[config.mk]
export PLATFORM = sky130hd
export DESIGN_NAME = asgd_decide
export DESIGN_NICKNAME = d
export VERILOG_FILES = /design/src/sv/asgd_pkg.sv /design/src/sv/asgd_decide.sv
export SDC_FILE = /design/constraint.sdc
export NUM_CORES = 1
export LEC_CHECK = 0
export ABC_AREA = 1
export ABC_CLOCK_PERIOD_IN_PS = 5300
export BUFFER_PORTS_ARGS = -buffer_cell sky130_fd_sc_hd__buf_2
export CAP_MARGIN = 40
export CORE_MARGIN = 1
export CORE_UTILIZATION = 30
export DETAILED_ROUTE_END_ITERATION = 7
export PLACE_DENSITY = 0.62
export SLEW_MARGIN = 25
export SYNTH_ARGS = -nofsm -noshare
export SYNTH_HDL_FRONTEND = slang
export SYNTH_SLANG_ARGS = --single-unit
export TNS_END_PERCENT = 100
[constraint.sdc]
create_clock -name vclk -period 5.3
set_input_delay 0.53 -clock vclk [all_inputs]
set_output_delay 0.53 -clock vclk [all_outputs]
set_load 0.03 [all_outputs]
[src/sv/asgd_pkg.sv]
// Shared types and constants for the strike gesture detector.
// No dependencies; imported by asgd_decide and the top level.
package asgd_pkg;

    localparam int CFG_DATA_W  = 17;
    localparam int CFG_INDEX_W = 3;

    // Register indexes of the configuration port
    localparam logic [CFG_INDEX_W-1:0] CFG_START_THR = 3'd0;
    localparam logic [CFG_INDEX_W-1:0] CFG_BLOW_THR  = 3'd1;
    localparam logic [CFG_INDEX_W-1:0] CFG_MIN_TIME  = 3'd2;
    localparam logic [CFG_INDEX_W-1:0] CFG_MAX_TIME  = 3'd3;
    localparam logic [CFG_INDEX_W-1:0] CFG_AXIS_LIM  = 3'd4;

    // Reset values of the registers
    localparam logic        [15:0] START_THR_RST = 16'd300;
    localparam logic signed [16:0] BLOW_THR_RST  = -17'sd300;
    localparam logic        [15:0] MIN_TIME_RST  = 16'd100;
    localparam logic        [15:0] MAX_TIME_RST  = 16'd1000;
    localparam logic signed [15:0] AXIS_LIM_RST  = 16'sd100;

    typedef enum logic [2:0] {
        EV_NONE    = 3'd0,
        EV_START   = 3'd1,
        EV_HIT     = 3'd2,
        EV_EARLY   = 3'd3,
        EV_TIMEOUT = 3'd4
    } t_event;

    // Outcome of one sample, handed from the decision logic to the state registers
    typedef struct packed {
        logic   hit;
        logic   armed;
        t_event ev;
        logic   clear_ticks;
    } t_decision;

endpackage

[src/sv/asgd_decide.sv]
// Per-sample decision logic: arming, early abort, timeout and blow tests.
// Depends on asgd_pkg; threshold squares come in registered, sample squares
// straight from the multipliers.
module asgd_decide
    import asgd_pkg::*;
#(
    parameter int SAMPLE_WIDTH = 16,
    parameter int TIME_WIDTH   = 16
) (
    input  logic                           i_striking,
    input  logic        [TIME_WIDTH-1:0]   i_elapsed,
    input  logic signed [SAMPLE_WIDTH-1:0] i_x,
    input  logic signed [SAMPLE_WIDTH-1:0] i_y,
    input  logic signed [SAMPLE_WIDTH:0]   i_sum,
    input  logic        [2*SAMPLE_WIDTH-1:0] i_y_sq,
    input  logic        [2*SAMPLE_WIDTH-1:0] i_z_sq,
    input  logic        [15:0]             i_start_thr,
    input  logic        [31:0]             i_start_sq,
    input  logic signed [16:0]             i_blow_thr,
    input  logic        [33:0]             i_blow_sq,
    input  logic        [15:0]             i_min_time,
    input  logic        [15:0]             i_max_time,
    input  logic signed [15:0]             i_axis_lim,
    output t_decision                      o_dec
);

    localparam int MAG_W = 2 * SAMPLE_WIDTH;
    localparam int CMP_W = (MAG_W > 34) ? MAG_W : 34;
    localparam int AX_W  = (SAMPLE_WIDTH > 16) ? SAMPLE_WIDTH : 16;
    localparam int SM_W  = (SAMPLE_WIDTH + 1 > 17) ? SAMPLE_WIDTH + 1 : 17;
    localparam int TC_W  = (TIME_WIDTH > 16) ? TIME_WIDTH : 16;

    logic        [MAG_W-1:0] mag2;
    logic        [CMP_W-1:0] mag2_e;
    logic        [CMP_W-1:0] start_sq_e;
    logic        [CMP_W-1:0] blow_sq_e;
    logic                    neg;
    logic signed [AX_W-1:0]  x_e;
    logic signed [AX_W-1:0]  y_e;
    logic signed [AX_W-1:0]  lim_e;
    logic signed [SM_W-1:0]  sum_e;
    logic signed [SM_W-1:0]  half_e;
    logic        [TC_W-1:0]  et_e;
    logic        [TC_W-1:0]  min_e;
    logic        [TC_W-1:0]  max_e;
    logic                    start_now;
    logic                    st1;
    logic                    early;
    logic                    timeout;
    logic                    st2;
    logic                    blow_pos;
    logic                    below_blow;
    logic                    hit;

    assign mag2       = i_y_sq + i_z_sq;
    assign mag2_e     = CMP_W'(mag2);
    assign start_sq_e = CMP_W'(i_start_sq);
    assign blow_sq_e  = CMP_W'(i_blow_sq);
    assign neg        = i_sum[SAMPLE_WIDTH];

    assign x_e    = AX_W'(i_x);
    assign y_e    = AX_W'(i_y);
    assign lim_e  = AX_W'(i_axis_lim);
    assign sum_e  = SM_W'(i_sum);
    assign half_e = signed'(SM_W'(i_start_thr >> 1));

    assign start_now = !i_striking && !neg && (mag2_e > start_sq_e);
    assign st1       = i_striking || start_now;
    // arming clears the tick count seen by the later tests
    assign et_e      = start_now ? '0 : TC_W'(i_elapsed);
    assign min_e     = TC_W'(i_min_time);
    assign max_e     = TC_W'(i_max_time);

    assign early   = st1 && (et_e < min_e) && (sum_e < half_e) &&
                     (x_e < lim_e) && (y_e < lim_e);
    assign timeout = st1 && !early && (et_e > max_e);
    assign st2     = st1 && !early && !timeout;

    assign blow_pos   = !i_blow_thr[16] && (i_blow_thr != '0);
    assign below_blow = blow_pos ? (neg || (mag2_e < blow_sq_e))
                                 : (neg && (mag2_e > blow_sq_e));
    assign hit        = st2 && (et_e >= min_e) && below_blow;

    always_comb begin
        o_dec.hit         = hit;
        o_dec.armed       = st2 && !hit;
        o_dec.clear_ticks = start_now;
        priority if (hit) begin
            o_dec.ev = EV_HIT;
        end else if (timeout) begin
            o_dec.ev = EV_TIMEOUT;
        end else if (early) begin
            o_dec.ev = EV_EARLY;
        end else if (start_now) begin
            o_dec.ev = EV_START;
        end else begin
            o_dec.ev = EV_NONE;
        end
    end

endmodule

== Word-level counts from Yosys, hierarchy flattened ==
Cells that the tools add are included.

* Register bits: 0
* Output and inout bits: 6
* Input port bits: 277
* Logic and storage cells: 39

* Reduce and logical (&&, ||, !) cells: 23
* $add $sub $neg: 1
* Mux-type cells: 6
* $lt $le $gt $ge: 9

{| class="wikitable"
|+ Operators with widths
! cell !! count
|-
| $lt A16 B16 Y1 || 3
|-
| $gt A32 B34 Y1 || 1
|-
| $lt A32 B34 Y1 || 1
|-
| $add A32 B32 Y32 || 1
|-
| $gt A32 B32 Y1 || 1
|-
| $lt A17 B16 Y1 || 1
|-
| $reduce_bool A17 Y1 || 1
|-
| $ge A16 B16 Y1 || 1
|-
| $gt A16 B16 Y1 || 1
|-
| $mux W16 || 1
|-
| $logic_and A1 B1 Y1 || 14
|-
| $logic_not A1 Y1 || 6
|-
| $mux W3 || 2
|-
| $logic_or A1 B1 Y1 || 2
|-
| $mux W1 || 2
|-
| $mux W2 || 1
|}

== Depth between registers and ports, before layout ==
* Depth after elaboration: 18
* Mapped depth: 38
* Depth with buffers taken out: 38

== Worst setup path before layout ==
No wires, ideal clock.

* Path type: input port to output port
* Start: input port i_y_sq[0]
* End: output port o_dec[2] (netlist name)
* Setup slack: -0.540 ns
* Stages on the path: 32
* Buffers on the path: 1
* Arrival: 5.310 ns
* Cell sequence: ha_1 -> inv_1 -> fa_1 -> o21ai_2 -> a21oi_2 -> o21bai_2 -> nand2_1 -> nand2_2 -> a21oi_4 -> o21ai_2 -> a21boi_4 -> o21bai_2 -> a21oi_2 -> xnor2_1 -> ha_1 -> nand2_1 -> nor2_2 -> nand4_1 -> nor2_2 -> nand2_1 -> nand2_1 -> nand2_4 -> inv_1 -> buf_1 -> nor2_1 -> ha_1 -> nand4_1 -> nor3_1 -> nand2_1 -> nor3_1 -> o21ai_2 -> o21ai_1

{| class="wikitable"
|+ RTL lines
! item !! line !! source
|-
| start, declared || asgd_decide.sv:15 || <nowiki>input logic [2*SAMPLE_WIDTH-1:0] i_y_sq,</nowiki>
|-
| end, declared || asgd_decide.sv:24 || <nowiki>output t_decision o_dec</nowiki>
|}

==> reports/qor.csv <==
metric,value,unit
cells after synthesis,858,
register share of total power,0,%
"top cells by area, synth","ha_1, inv_1, nand2_1",
Net Switching,0.548,mW
Max-Cap Viols,0,
Hold Path Class,in -> out,
Logic pwr share,100.0,%
Fill cells,1861,
CP required,4.77,ns
post-synth top area share,38.5,%
critical path type,in -> out,
num sequential,0,
sequential-to-total area share from yosys stat,0,%
Initial Util,30.6,%
antenna violations before repair,0,
gp weighted congestion,0.873,
hold_buf cts,0,
drt total wl,18900,um
Worst EP arrival,5.12,ns
Design Power,1.08,mW
vias in the first global route,6574,
syn_nets,1305,
internal power,0.529,mW
hpwl dp,17300,um
status,"complete, but fails checks",
Total GRT Usage,19.3,%
Clk pwr share,0,%
worst hold path depth,8,
static leakage,5.12,nW
die area,18900,um^2
"area leader, netlist",ha_1,
Worst path max stage delay,0.28,ns
RSZ-0062 raised after global routing,true,
# DRC,0,
Routed Antenna Nets,0,
failing checks,setup timing,
VDD IR max,0.0524,mV
crit path max fanout,7,
initial drt markers,193,
Top Ports,283,
largest net degree at the start of global routing,9,
Netlist Area Pre-Place,5500,um^2
PwrDens,126,nW/um^2
# rows,49,
Synth cell types,45,
total number of yosys warnings,0,
final setup vio count,5,
first-pass GRT wire length,29500,um
slowest CP cell,ha_1,
TritonRoute pass-1 iters,4,
port bufs,282,
final design utilization,47.5,%
crit path time final,5.65,ns
WL/cell,12.6,um
Worst-Margin Slew,0.421,ns
Mapped Avg Cell Area,6.40,um^2
"count leader, synth",inv_1,
Final WS setup,-0.349,ns
layout cell share with drive strength beyond 1,39.2,%
Worst slew margin,71.7,%
post-DR vias/cell,4.52,
detailed-route via count,6770,
grt ovf,0,
chip height,137,um
Final Hold Fails,0,
Nets,1718,
synth cell count leaders,"inv_1, ha_1, nand2_1, a21oi_1, nor2_1",
CP Capture Type,output port,
core region area,18000,um^2
Max Slew Vio Count,0,
crit path launch type,input port,
Die Wd,137,um
fmax,0.177,GHz
Area growth syn-to-layout,55.2,%
Register Area,0,um^2
worst hold path startpoint,i_sum[16],
hold path endpoint,o_dec[5],
Clock buffer cells,0,
switching part of the total,50.9,%
final worst-path cycle share,107,%
[logic make-up after synthesis]
| logic type | share of synthesized area [%] |
|---|---|
| AO/OA/AOI/OAI | 20.0 |
| XOR/XNOR | 4.94 |
| adder cells (fa/ha/maj) | 38.8 |
| buffers and inverters | 13.8 |
| AND/OR/NAND/NOR | 22.4 |
[per-stage QoR]
| stage | TNS, ns | hold WS, ns | worst slack [ns] | cell area (um^2) | instances |
|---|---|---|---|---|---|
| CTS | -1.67 | 1.71 | -0.380 | 8420 | 1498 |
| global placement | -2.42 | 1.69 | -0.519 | 8170 | 1490 |
| global route | -3.17 | 1.74 | -0.681 | 8530 | 1498 |
| detailed placement | -2.78 | 1.69 | -0.605 | 8170 | 1490 |
| finish | -1.50 | 1.71 | -0.349 | 8530 | 1499 |
| floorplan | -0.244 | 1.41 | -0.0898 | 5570 | 858 |
[per-layer routing]
layer / vias to the layer above / GRT usage (%) / part of all wire (%)
met5: - / 0 / 0
met4: 0 / 2.63 / 1.2
met3: 16 / 1.73 / 4.6
met2: 155 / 34.0 / 47
met1: 2898 / 25.8 / 47
li1: 3701 / - / -
[final cells by class]
class | count | area (um^2) | share of cell area, %
Antenna cell | 1 | 2.50 | 0.0293
Inverter | 197 | 747 | 8.76
Multi-Input combinational cell | 658 | 5040 | 59.1
Tap cell | 229 | 287 | 3.36
Timing Repair inverter | 1 | 8.76 | 0.103
Timing Repair Buffer | 413 | 2440 | 28.6
[cell usage in the layout (no fill, tap or decap), types with 5 or more instances in the layout]
| master | Yosys | routed |
|---|---|---|
| buf_4 | 2 | 130 |
| nand4_1 | 20 | 20 |
| nand2_1 | 137 | 135 |
| a21o_1 | 5 | 5 |
| xor2_1 | 18 | 17 |
| nor3_1 | 14 | 10 |
| xnor2_1 | 13 | 9 |
| buf_2 | 0 | 275 |
| o21ai_0 | 29 | 28 |
| inv_1 | 195 | 193 |
| nand3_1 | 21 | 20 |
| nor3_2 | 1 | 5 |
| nor2_2 | 4 | 10 |
| nor4_1 | 7 | 7 |
| nor2_1 | 61 | 48 |
| nand2_2 | 5 | 7 |
| buf_6 | 0 | 8 |
| a211oi_1 | 7 | 6 |
| o211ai_1 | 5 | 5 |
| a21oi_2 | 4 | 13 |
| a21oi_1 | 94 | 85 |
| o21a_1 | 5 | 5 |
| ha_1 | 169 | 163 |
| nor2_4 | 2 | 9 |
| ha_4 | 0 | 6 |
[power by group through the flow]
stage / sequential, mW / combinational [mW] / clock, mW
floorplan: 0 / 0.591 / 0
global placement: 0 / 1.00 / 0
detailed placement: 0 / 1.01 / 0
CTS: 0 / 1.06 / 0
global route: 0 / 1.22 / 0
finish: 0 / 1.08 / 0.0000000253
[what timing repair did]
action                     in CTS  in global routing
buffers inserted                7                  0
pin swaps                      21                  3
resized for setup              41                 20
setup endpoints to repair       5                  5
gates cloned                    1                  0
[worst max-delay path: cells and delay by family]
| kind | cells | cell delay, ns |
|---|---|---|
| AOI/OAI and AO/OA | 13 | 1.88 |
| and+or+nand+nor | 13 | 1.31 |
| buffers and inverters | 5 | 0.51 |
| adders and majority gates | 3 | 0.76 |
| xor gates and xnor gates | 1 | 0.11 |
[how the worst max path moves through the flow]
stage | startpoint | to | slack (ns)
6_report | i_y_sq[2] | o_dec[1] | -0.35
5_1_grt | i_y_sq[3] | o_dec[1] | -0.68
4_1_cts | i_z_sq[0] | o_dec[1] | -0.38
3_5_place_dp | i_y_sq[0] | o_dec[1] | -0.60
3_3_place_gp | i_y_sq[0] | o_dec[1] | -0.52
2_1_floorplan | i_y_sq[0] | o_dec[1] | -0.09
Power figures use the tool's default switching activity.
